`config.mk`:
```
export PLATFORM = sky130hd
export DESIGN_NAME = weighted_interval_union_binner_unit
export DESIGN_NICKNAME = d
export VERILOG_FILES = /design/src/hw/rtl/wiub_pkg.sv /design/src/hw/rtl/wiub_muldiv.sv /design/src/hw/rtl/weighted_interval_union_binner_unit.sv
export SDC_FILE = /design/constraint.sdc
export NUM_CORES = 2
export LEC_CHECK = 0
export BUFFER_PORTS_ARGS = -buffer_cell sky130_fd_sc_hd__buf_2
export CAP_MARGIN = 25
export CELL_PAD_IN_SITES_DETAIL_PLACEMENT = 0
export CELL_PAD_IN_SITES_GLOBAL_PLACEMENT = 1
export CORE_MARGIN = 5
export CORE_UTILIZATION = 48
export CTS_CLUSTER_DIAMETER = 120
export DETAILED_ROUTE_END_ITERATION = 8
export GPL_TIMING_DRIVEN = 1
export HOLD_SLACK_MARGIN = 0.02
export PLACE_DENSITY = 0.78
export SLEW_MARGIN = 20
export SYNTH_ARGS = -nofsm -noshare
export SYNTH_HDL_FRONTEND = slang
export SYNTH_HIERARCHICAL = 1
export SYNTH_SLANG_ARGS = --single-unit
```
`constraint.sdc`:
```
create_clock -name i_clk -period 9.7 [get_ports i_clk]
set_input_delay 1.94 -clock i_clk [delete_from_list [all_inputs] [get_ports i_clk]]
set_output_delay 1.94 -clock i_clk [all_outputs]
set_load 0.02 [all_outputs]
```
`src/hw/rtl/wiub_pkg.sv`:
```
// Package for the weighted interval union binner: widths, codes and shared types.
// No dependencies.
package wiub_pkg;
    localparam int SOURCES    = 16;
    localparam int IDX_BITS   = 4;
    localparam int VAL_BITS   = 32;
    localparam int SUM_BITS   = 36;

    localparam logic [1:0] KIND_NONE  = 2'd0;
    localparam logic [1:0] KIND_START = 2'd1;
    localparam logic [1:0] KIND_BIN   = 2'd2;

    typedef struct packed {
        logic [VAL_BITS-1:0] weight;
        logic [VAL_BITS-1:0] advance;
        logic [VAL_BITS-1:0] length;
    } t_div_req;
endpackage

```
`src/hw/rtl/wiub_muldiv.sv`:
```
// Contribution unit: floor(weight*advance/length), capped at weight, zero for zero length.
// Depends on wiub_pkg. Restoring division, one quotient bit per cycle.
module wiub_muldiv import wiub_pkg::*; (
    input  logic                i_clk,
    input  logic                i_rst_n,
    input  logic                i_start,
    input  t_div_req            i_req,
    output logic                o_done,
    output logic [VAL_BITS-1:0] o_result
);
    logic [63:0]         r_num;
    logic [VAL_BITS:0]   r_rem;
    logic [VAL_BITS-1:0] r_den;
    logic [VAL_BITS-1:0] r_quo;
    logic [5:0]          r_cnt;
    logic                r_busy;
    logic                r_mul;
    logic [VAL_BITS:0]   n_rem;
    logic [VAL_BITS:0]   w_trial;

    assign n_rem   = {r_rem[VAL_BITS-1:0], r_num[63]};
    assign w_trial = n_rem - {1'b0, r_den};

    always_ff @(posedge i_clk) begin
        if (!i_rst_n) begin
            r_busy <= 1'b0;
            r_mul  <= 1'b0;
            o_done <= 1'b0;
        end else begin
            o_done <= 1'b0;
            if (i_start) begin
                r_den <= i_req.length;
                if (i_req.length == '0) begin
                    o_result <= '0;
                    o_done   <= 1'b1;
                end else if (i_req.advance >= i_req.length) begin
                    o_result <= i_req.weight;
                    o_done   <= 1'b1;
                end else begin
                    r_num <= {32'd0, i_req.weight};
                    r_quo <= i_req.advance;
                    r_mul <= 1'b1;
                    r_busy <= 1'b1;
                end
            end else if (r_mul) begin
                r_num <= 64'(r_num[31:0]) * 64'(r_quo);
                r_rem <= '0;
                r_cnt <= 6'd0;
                r_mul <= 1'b0;
            end else if (r_busy) begin
                r_num <= {r_num[62:0], 1'b0};
                if (!w_trial[VAL_BITS]) begin
                    r_rem <= w_trial;
                    r_quo <= {r_quo[VAL_BITS-2:0], 1'b1};
                end else begin
                    r_rem <= n_rem;
                    r_quo <= {r_quo[VAL_BITS-2:0], 1'b0};
                end
                r_cnt <= r_cnt + 6'd1;
                if (r_cnt == 6'd63) begin
                    r_busy <= 1'b0;
                    o_done <= 1'b1;
                    o_result <= !w_trial[VAL_BITS] ? {r_quo[VAL_BITS-2:0], 1'b1}
                                                   : {r_quo[VAL_BITS-2:0], 1'b0};
                end
            end
        end
    end
endmodule

```
`src/hw/rtl/weighted_interval_union_binner_unit.sv`:
```
// Top level of the weighted interval union binner: control sequencer and source store.
// Depends on wiub_pkg and wiub_muldiv.
// One beat per event. A flagged event that is dropped presents its result in the cycle after
// acceptance; an event that opens a set or does not advance passes through ST_UPD and ST_OUT.
// An advancing event walks all 16 source entries of the store, passing over inactive sources;
// each active source goes through read, set-up and the shared multiply-divide, which skips
// the division when its length is zero or the advance reaches it. The result is held in an
// output register; the next beat is taken once that result has been accepted.
module weighted_interval_union_binner_unit import wiub_pkg::*; (
    input  logic         i_clk,
    input  logic         i_rst_n,
    input  logic         s_axis_tvalid,
    output logic         s_axis_tready,
    // tdata: bound_value[31:0], source_index[35:32], is_start[36], far_end[68:37],
    //        source_weight[100:69], zero fill [103:101]
    input  logic [103:0] s_axis_tdata,
    // tuser: first_of_set
    input  logic         s_axis_tuser,
    output logic         m_axis_tvalid,
    input  logic         m_axis_tready,
    // tdata: bin_edge[31:0], bin_total[67:32], bad_event[68], zero fill [71:69]
    output logic [71:0]  m_axis_tdata,
    // tuser: emit_kind
    output logic [1:0]   m_axis_tuser
);
    typedef enum logic [5:0] {
        ST_IDLE  = 6'b000001,
        ST_READ  = 6'b000010,
        ST_WAIT  = 6'b000100,
        ST_CALC  = 6'b001000,
        ST_UPD   = 6'b010000,
        ST_OUT   = 6'b100000
    } t_state;

    t_state r_state;
    logic [SOURCES-1:0]       r_active;
    logic [VAL_BITS-1:0]      r_prev;
    logic                     r_open;
    logic [2*VAL_BITS-1:0]    r_mem [SOURCES];
    logic [2*VAL_BITS-1:0]    r_rd;
    logic [IDX_BITS:0]        r_scan;
    logic [SUM_BITS-1:0]      r_sum;
    logic [VAL_BITS-1:0]      r_val;
    logic [IDX_BITS-1:0]      r_idx;
    logic                     r_start_ev;
    logic [VAL_BITS-1:0]      r_far;
    logic [VAL_BITS-1:0]      r_wgt;
    logic [1:0]               r_kind;
    logic                     r_obusy;
    logic                     r_div_go;
    t_div_req                 r_req;
    logic                     w_done;
    logic [VAL_BITS-1:0]      w_contrib;
    logic [SUM_BITS:0]        w_add;

    wiub_muldiv u_div (
        .i_clk   (i_clk),
        .i_rst_n (i_rst_n),
        .i_start (r_div_go),
        .i_req   (r_req),
        .o_done  (w_done),
        .o_result(w_contrib)
    );

    assign s_axis_tready = (r_state == ST_IDLE) && !r_obusy;
    assign m_axis_tvalid = r_obusy;
    assign w_add = {1'b0, r_sum} + {{(SUM_BITS-VAL_BITS+1){1'b0}}, w_contrib};

    always_ff @(posedge i_clk) begin
        if (r_state == ST_READ) begin
            r_rd <= r_mem[r_scan[IDX_BITS-1:0]];
        end
        if (r_state == ST_UPD && r_start_ev) begin
            r_mem[r_idx] <= {r_wgt, (r_far >= r_val) ? r_far - r_val : {VAL_BITS{1'b0}}};
        end
    end

    always_ff @(posedge i_clk) begin
        if (!i_rst_n) begin
            r_state  <= ST_IDLE;
            r_active <= '0;
            r_prev   <= '0;
            r_open   <= 1'b0;
            r_obusy  <= 1'b0;
            r_div_go <= 1'b0;
        end else begin
            r_div_go <= 1'b0;
            if (m_axis_tvalid && m_axis_tready) begin
                r_obusy <= 1'b0;
            end
            case (r_state)
                ST_IDLE: begin
                    if (s_axis_tvalid && s_axis_tready) begin
                        r_val      <= s_axis_tdata[31:0];
                        r_idx      <= s_axis_tdata[35:32];
                        r_start_ev <= s_axis_tdata[36];
                        r_far      <= s_axis_tdata[68:37];
                        r_wgt      <= s_axis_tdata[100:69];
                        r_sum      <= '0;
                        r_scan     <= '0;
                        if (s_axis_tuser) begin
                            r_active <= '0;
                            r_open   <= 1'b1;
                            r_prev   <= s_axis_tdata[31:0];
                            r_kind   <= KIND_START;
                            r_state  <= ST_UPD;
                        end else if (!r_open || s_axis_tdata[31:0] < r_prev) begin
                            m_axis_tdata <= {3'd0, 1'b1, 36'd0, 32'd0};
                            m_axis_tuser <= KIND_NONE;
                            r_obusy      <= 1'b1;
                        end else if (s_axis_tdata[31:0] != r_prev) begin
                            r_kind  <= KIND_BIN;
                            r_state <= ST_READ;
                        end else begin
                            r_kind  <= KIND_NONE;
                            r_state <= ST_UPD;
                        end
                    end
                end
                ST_READ: begin
                    if (r_scan[IDX_BITS]) begin
                        r_prev  <= r_val;
                        r_state <= ST_UPD;
                    end else if (r_active[r_scan[IDX_BITS-1:0]]) begin
                        r_state <= ST_WAIT;
                    end else begin
                        r_scan <= r_scan + 1'b1;
                    end
                end
                ST_WAIT: begin
                    r_req.weight  <= r_rd[2*VAL_BITS-1:VAL_BITS];
                    r_req.length  <= r_rd[VAL_BITS-1:0];
                    r_req.advance <= r_val - r_prev;
                    r_div_go      <= 1'b1;
                    r_state       <= ST_CALC;
                end
                ST_CALC: begin
                    if (w_done) begin
                        r_sum  <= w_add[SUM_BITS] ? {SUM_BITS{1'b1}} : w_add[SUM_BITS-1:0];
                        r_scan <= r_scan + 1'b1;
                        r_state <= ST_READ;
                    end
                end
                ST_UPD: begin
                    if (r_start_ev) begin
                        r_active[r_idx] <= 1'b1;
                    end else if (r_active[r_idx]) begin
                        r_active[r_idx] <= 1'b0;
                    end
                    m_axis_tdata <= {3'd0, !r_start_ev && !r_active[r_idx],
                                     (r_kind == KIND_BIN) ? r_sum : {SUM_BITS{1'b0}},
                                     (r_kind == KIND_NONE) ? {VAL_BITS{1'b0}} : r_val};
                    m_axis_tuser <= r_kind;
                    r_state      <= ST_OUT;
                end
                ST_OUT: begin
                    r_obusy <= 1'b1;
                    r_state <= ST_IDLE;
                end
                default: r_state <= ST_IDLE;
            endcase
        end
    end

    assert property (@(posedge i_clk) disable iff (!i_rst_n)
        (r_state == ST_CALC) |-> !s_axis_tready)
        else $error("input taken during divide");
    assert property (@(posedge i_clk) disable iff (!i_rst_n)
        (s_axis_tvalid && s_axis_tready) |-> !m_axis_tvalid)
        else $error("input taken with result pending");
    assert property (@(posedge i_clk) disable iff (!i_rst_n)
        (r_state == ST_OUT) |=> m_axis_tvalid)
        else $error("result not presented");
    assert property (@(posedge i_clk) disable iff (!i_rst_n)
        (m_axis_tvalid && m_axis_tuser == KIND_NONE && m_axis_tdata[31:0] != '0)
        |-> 1'b0)
        else $error("edge on empty result");
endmodule

```
# Word-level counts from Yosys, hierarchy flattened
# Memories as Yosys holds them, arrays and structs flattened. A register that Yosys moved wholly into a read port is not among the register bits.
# Cells that the tools add are included.
[word_totals]
latch_bits = 0
rom_bits = 0
inputBits = 109
mem_count = 1
ramBits = 1024
wordCells = 198
regBits = 572
out_inout_bits = 76
[memory_table]
columns = ["name", "words", "word_bits", "rd", "rd_ports_with_merged_regs", "wr", "line", "rtl"]
rows = [
  ["r_mem", 16, 64, 1, 1, 1, "weighted_interval_union_binner_unit.sv:39", "logic [2*VAL_BITS-1:0] r_mem [SOURCES];"],
]
[classes]
bitwise = 6
reduce_logical = 39
eq_ne = 25
n_lt_le_gt_ge = 6
mul = 1
n_addsub = 6
shifts = 0
mux = 85
div = 0
[ops]
columns = ["cell", "count"]
rows = [
  ["32-bit two-way mux", 18],
  ["64-bit two-way mux", 5],
  ["72-bit two-way mux", 3],
  ["36-bit two-way mux", 4],
  ["72-bit case mux with 2 select lines", 1],
  ["36-bit case mux with 2 select lines", 1],
  ["32-bit greater-or-equal comparator", 2],
  ["32-bit by 32-bit multiplier with 64-bit output", 1],
  ["16-bit two-way mux", 4],
  ["32-bit case mux with 2 select lines", 1],
  ["32-bit subtractor", 2],
  ["6-bit two-way mux", 7],
  ["36-bit by 32-bit adder with 37-bit output", 1],
  ["33-bit by 32-bit subtractor with 33-bit output", 1],
  ["32-bit zero test", 1],
  ["32-bit < comparator", 1],
  ["32-bit inequality test", 1],
  ["16-bit case mux with 2 select lines", 1],
  ["6-bit case mux with 5 select lines", 1],
  ["4-bit AND reduction", 7],
  ["5-bit two-way mux", 5],
  ["1-bit two-way mux", 23],
  ["2-bit inequality test (second input constant)", 9],
  ["16-bit AND", 1],
  ["34 further kinds", 67],
]

# Depth between registers and ports, before layout
[logic_depth]
word_depth = 9
depth_mapped = 30
mapped_depth_nobuf = 28

# Modules after synthesis
# The synthesis kept the hierarchy.
[by_module_without_submodules]
columns = ["module", "area_per_inst_um2", "n_inst", "cells_per_inst"]
rows = [
  ["weighted_interval_union_binner_unit", 59910.0, 1, 3680],
  ["wiub_muldiv", 44336.3, 1, 4757],
]

# Least setup slack after synthesis
# OpenSTA, ideal clock, no wires.
[synth_path]
kind = "input to register"
startpoint = "input port i_rst_n"
endpoint = "register r_req[0] in the netlist's numbering, enable pin"
cell_stages = 2
arrival_time_ns = 8.546
slack_ns = 0.482
n_path_buf = 0
required_ns = 9.029
setup_time_ns = 0.671
path_cell_list = "nand2_1 > nor3_1"
[synth_via]
elab_chain_len = 1
[synth_lines]
columns = ["element", "line", "rtl"]
rows = [
  ["start, declared", "weighted_interval_union_binner_unit.sv:11", "input logic i_rst_n,"],
  ["2-bit AND reduction (no line)", "-", ""],
  ["end, declared", "weighted_interval_union_binner_unit.sv:51", "t_div_req r_req;"],
]
# No other way between the ends.
# A chain may end at the register's enable or synchronous reset.

# Worst setup path in the final report
[layout_path]
startpoint = "register u_div.r_quo[6]"
endpoint = "register u_div.r_num[61], data pin"
[layout_via]
elab_chain_len = 3
[layout_lines]
columns = ["element", "line", "rtl"]
rows = [
  ["start, declared", "wiub_muldiv.sv:14", "logic [VAL_BITS-1:0] r_quo;"],
  ["start signal, assigned", "wiub_muldiv.sv:41", "r_quo <= i_req.advance;"],
  ["start signal, assigned", "wiub_muldiv.sv:54", "r_quo <= {r_quo[VAL_BITS-2:0], 1'b1};"],
  ["start signal, assigned", "wiub_muldiv.sv:57", "r_quo <= {r_quo[VAL_BITS-2:0], 1'b0};"],
  ["32-bit by 32-bit multiplier with 64-bit output", "wiub_muldiv.sv:46", "r_num <= 64'(r_num[31:0]) * 64'(r_quo);"],
  ["64-bit two-way mux", "wiub_muldiv.sv:45", "end else if (r_mul) begin"],
  ["64-bit two-way mux", "wiub_muldiv.sv:31", "if (i_start) begin"],
  ["end signal, assigned", "wiub_muldiv.sv:40", "r_num <= {32'd0, i_req.weight};"],
  ["end signal, assigned", "wiub_muldiv.sv:46", ""],
  ["end signal, assigned", "wiub_muldiv.sv:51", "r_num <= {r_num[62:0], 1'b0};"],
  ["end, declared", "wiub_muldiv.sv:11", "logic [63:0] r_num;"],
]
# No other way between the ends.

==> flow_summary.toml <==
[outcome]
outcome = "complete, no violations"

[route]
ant_nets = 0
vias = 66137
viasPerCell = 5.728
routed_wl_um = 283600
drt-wirelength-per-cell_um = 24.56
drcViolationCount = 0
firstDrtPassIters = 8
drt-initial-drc-count = 5946

[global_route]
overflow = 0
antenna_found_initial = 35
grt_pass1_vias = 67706
globalRouteMet1Util_pct = 35.15
grtUsageMet2_pct = 40.25
grt.busiest_layer = "met2"
gr-usage-all-layers_pct = 25.05
grt_pass1_wl_um = 426300
grtUsageMet3_pct = 3.648
grt_max_degree = 133

[worst_setup_path]
path_cells = "buf_4 -> and2_1 -> fa_1 -> fa_1 -> fa_1 -> inv_1 -> fa_1 -> inv_1 -> fa_1 -> fa_1 -> fa_1 -> inv_1 -> fa_1 -> inv_1 -> ha_1 -> nand4_1 -> or3_1 -> o211ai_1 -> a21oi_1 -> o21ai_1 -> a21oi_1 -> o21ai_1 -> a21oi_1 -> o311ai_0"
cp_num_cells = 24
path_delay_family = "adder cells"
worstRegToRegCells = 24
cpPeakStageDelay_ns = 0.90
endpoint = "u_div/r_num[61]$_SDFFCE_PP0P_"
path_max_fanout = 20
start_kind = "flop"
startpoint = "u_div/r_quo[6]$_DFFE_PP_"
criticalPathCategory = "flop to flop"
slowest_stage = "edfxtp_1"
path_buf_inv = 5
cp-end-kind = "flop"
r2r-start = "u_div/r_quo[6]$_DFFE_PP_"
r2r-end = "u_div/r_num[61]$_SDFFCE_PP0P_"
crit_top_cell = "fa_1"
rrSetupSlack_ns = 0.80
required_ns = 10.26
worstPathArrival_ns = 9.46

[flow_run]
max_cap_viol_count = 0

[logic_synthesis]
async_flop_share_pct = 0
muxShareOfSynthArea_pct = 6.077
synth.area.top_cells = "edfxtp_1 46%, fa_1 17%, ha_1 5.5%, inv_1 4.0%, and2_1 3.7%"
synth_seq_cells = 1657
syn-cell-area_mm2 = 0.1042
yosysSeqAreaShare_pct = 47.15
postSynthCellCount = 8437
synth_top_area_share_pct = 46.00
yosys.area_share.simple_pct = 9.671
yosysWarnings = 6
synthAdderAreaFrac_pct = 22.76
synth_top_family_by_area = "adder cells"
synth_compound_area_share_pct = 7.329
postSynthAreaPerCell_um2 = 12.36
synth.largest_area_cell = "edfxtp_1"
synth_edf_count = 1597
synthFlopType = "edfxtp_1"
synth_xor_area_share_pct = 1.386
ys_types = 100

[clock_network]
htreeDepth = 4
postCtsSetupRepairBufs = 0
cts_tree = "yes"
cts-resized-gates = 0
clock-sinks = 1657
clkTransAtPathRegs_ns = 0.06
postCtsHoldBufs = 0
clock-root-buffer = "clkbuf_16"
insertion_delay_ns = 0.82
clockBufferDepth = 3
numCtsBuffers = 159

[final_layout]
drive_gt1_share_pct = 10.12
regArea_mm2 = 0.04916
multi_input_area_mm2 = 0.04934
area_growth_pct = 9.554
finalNetCount = 10008
fillers = 18246

[power]
p_per_area_mw_per_mm2 = 161.7
leakage_nw = 45.54
power_mw = 18.47
peakVddDrop_mv = 0.2153

[timing]
tightest_slew_ns = 1.130
period_share_pct = 91.80
fmax_mhz = 112.3
period_needed_ns = 8.905
rsz0062_at_grt = "false"
maxSlewViolCount = 0
setup_tns_ns = 0
worst_clock_skew_ns = 0.07824
setup_violations = 0
relSlewSlack_pct = 23.85
hold_viol = 0

[placement]
hpwlAfterDp_um = 197600
gp_congestion = 0.9257
io_buffers = 178

[floorplan]
die_area_mm2 = 0.2266
floorplan.initialDensity_pct = 48.15
rows = 171
dieWidth_um = 476.0
coreArea_mm2 = 0.2165
pin_count = 185
die_h_um = 476.0

[hold_path]
hold_path_class = "flop to flop"
whs_path_depth = 0
-- synth_stat cells (all sizes together) (6+ instances only) --
| master | count |
|---|---|
| edfxtp | 1597 |
| inv | 1112 |
| fa | 900 |
| nand2 | 831 |
| and2 | 623 |
| ha | 456 |
| clkbuf | 363 |
| a21oi | 338 |
| o21ai | 332 |
| nor2 | 294 |
| mux2i | 250 |
| mux4 | 137 |
| xnor2 | 112 |
| a21o | 103 |
| nand3 | 74 |
| a221oi | 70 |
| a22oi | 67 |
| mux2 | 66 |
| buf | 61 |
| dfxtp | 60 |
| xor2 | 53 |
| a211oi | 44 |
| a311oi | 40 |
| nor3 | 40 |
| nand4 | 37 |
| o21bai | 32 |
| nor2b | 30 |
| and3 | 29 |
| nand2b | 29 |
| a31oi | 27 |
| o21a | 21 |
| or3 | 21 |
| nor4 | 19 |
| o211ai | 19 |
| o31ai | 14 |
| a21boi | 11 |
| a211o | 10 |
| or2 | 10 |
| o22ai | 9 |
| a41oi | 7 |
| nor3b | 7 |
| o221ai | 6 |
-- cells by family (layout without fill, tap and decap cells) --
kind of cell | count (synthesis) | after routing
adders and majority gates | 1356 | 1356
and+or+nand+nor | 2066 | 2066
other | 1 | 17
DFF | 1657 | 1657
AOI/OAI and AO/OA | 1203 | 1203
buffers and inverters | 1536 | 1776
xor gates and xnor gates | 165 | 165
muxes | 453 | 453
-- power by group --
group	switching, mW	leakage [nW]	internal (mW)
sequential	0.177	15.0	8.39
clock	2.79	2.57	3.49
combinational	2.39	28.0	1.24
total	5.36	45.5	13.1
-- worst reg2reg max path: cells and delay by family, from the launching register on --
family	cells	cell delay [ns]
flip-flops	1	0.90
adder cells (fa/ha/maj)	9	4.39
AO/OA/AOI/OAI	7	1.96
AND/OR/NAND/NOR	3	0.84
buffers and inverters	5	0.61
-- placed cells by master, fill, tap and decap left out, types with 20 or more instances in the layout --
cell type,n
buf_4,158
ha_1,456
fa_1,900
nor2b_1,28
edfxtp_1,1597
o21a_1,21
nand4_1,37
clkbuf_1,32
and3_1,29
a22oi_1,67
a311oi_1,39
clkinv_2,31
mux2i_1,250
a21o_1,103
xor2_1,53
nand3_1,73
nor3_1,35
nand2b_1,29
o21bai_1,32
o21ai_0,322
or3_1,20
dfxtp_1,58
mux4_2,136
mux2_2,66
nor2_1,288
xnor2_1,112
a31oi_1,26
a21oi_1,334
buf_2,182
inv_1,1093
nand2_1,829
a221oi_1,69
clkinv_1,36
clkbuf_16,159
and2_1,622
a211oi_1,43
-- metal layers --
layer / up-vias / wire, um
met5: - / 50
met4: 8 / 10920
met3: 465 / 19740
met2: 2495 / 133000
met1: 34033 / 119900
li1: 29136 / -
-- per-stage QoR --
stage	cell area (um^2)	cells	setup WS (ns)	hold slack (ns)	util (%)
final	114200	11547	0.7952	0.3779	52.75
after floorplan	104300	8439	0.4825	0.4003	-
after global placement	108500	11209	0.6097	0.4050	50.09
after detailed placement	108700	11225	0.8784	0.4045	50.21
after global routing	114200	11538	0.4018	0.3964	52.74
after CTS	114000	11522	0.8179	0.3803	52.66
-- how the worst min path moves through the flow --
| stage | start | endpoint |
|---|---|---|
| after floorplan | r_rd[0]$_DFFE_PP_ | r_req[0]$_DFFE_PP_ |
| after global placement | r_rd[13]$_DFFE_PP_ | r_req[13]$_DFFE_PP_ |
| after detailed placement | r_rd[12]$_DFFE_PP_ | r_req[12]$_DFFE_PP_ |
| after CTS | r_rd[23]$_DFFE_PP_ | r_req[23]$_DFFE_PP_ |
| after global routing | r_rd[23]$_DFFE_PP_ | r_req[23]$_DFFE_PP_ |
| final | r_rd[23]$_DFFE_PP_ | r_req[23]$_DFFE_PP_ |
-- sequential cells by signal, indices dropped and copies added (netlist names), 32 cells and up --
name,count
r_mem,1024
u_div/r_den,32
r_req,96
r_rd,64
u_div/r_rem,32
u_div/r_num,64
r_far,32
m_axis_tdata,69
r_prev,32
u_div/r_quo,32
r_val,32
u_div/o_result,32
r_wgt,32
r_sum,36
-- layout make-up --
type | instances | area share, %
well taps | 2854 | 3.127
flip-flops and latches | 1657 | 43.05
repair buffers | 367 | 2.252
clock inverters | 104 | 1.033
clock buffers | 193 | 3.613
multi-input cells | 5246 | 43.20
inverters | 1112 | 3.691
diodes | 14 | 0.03068
(Power assumes the default switching activity.)
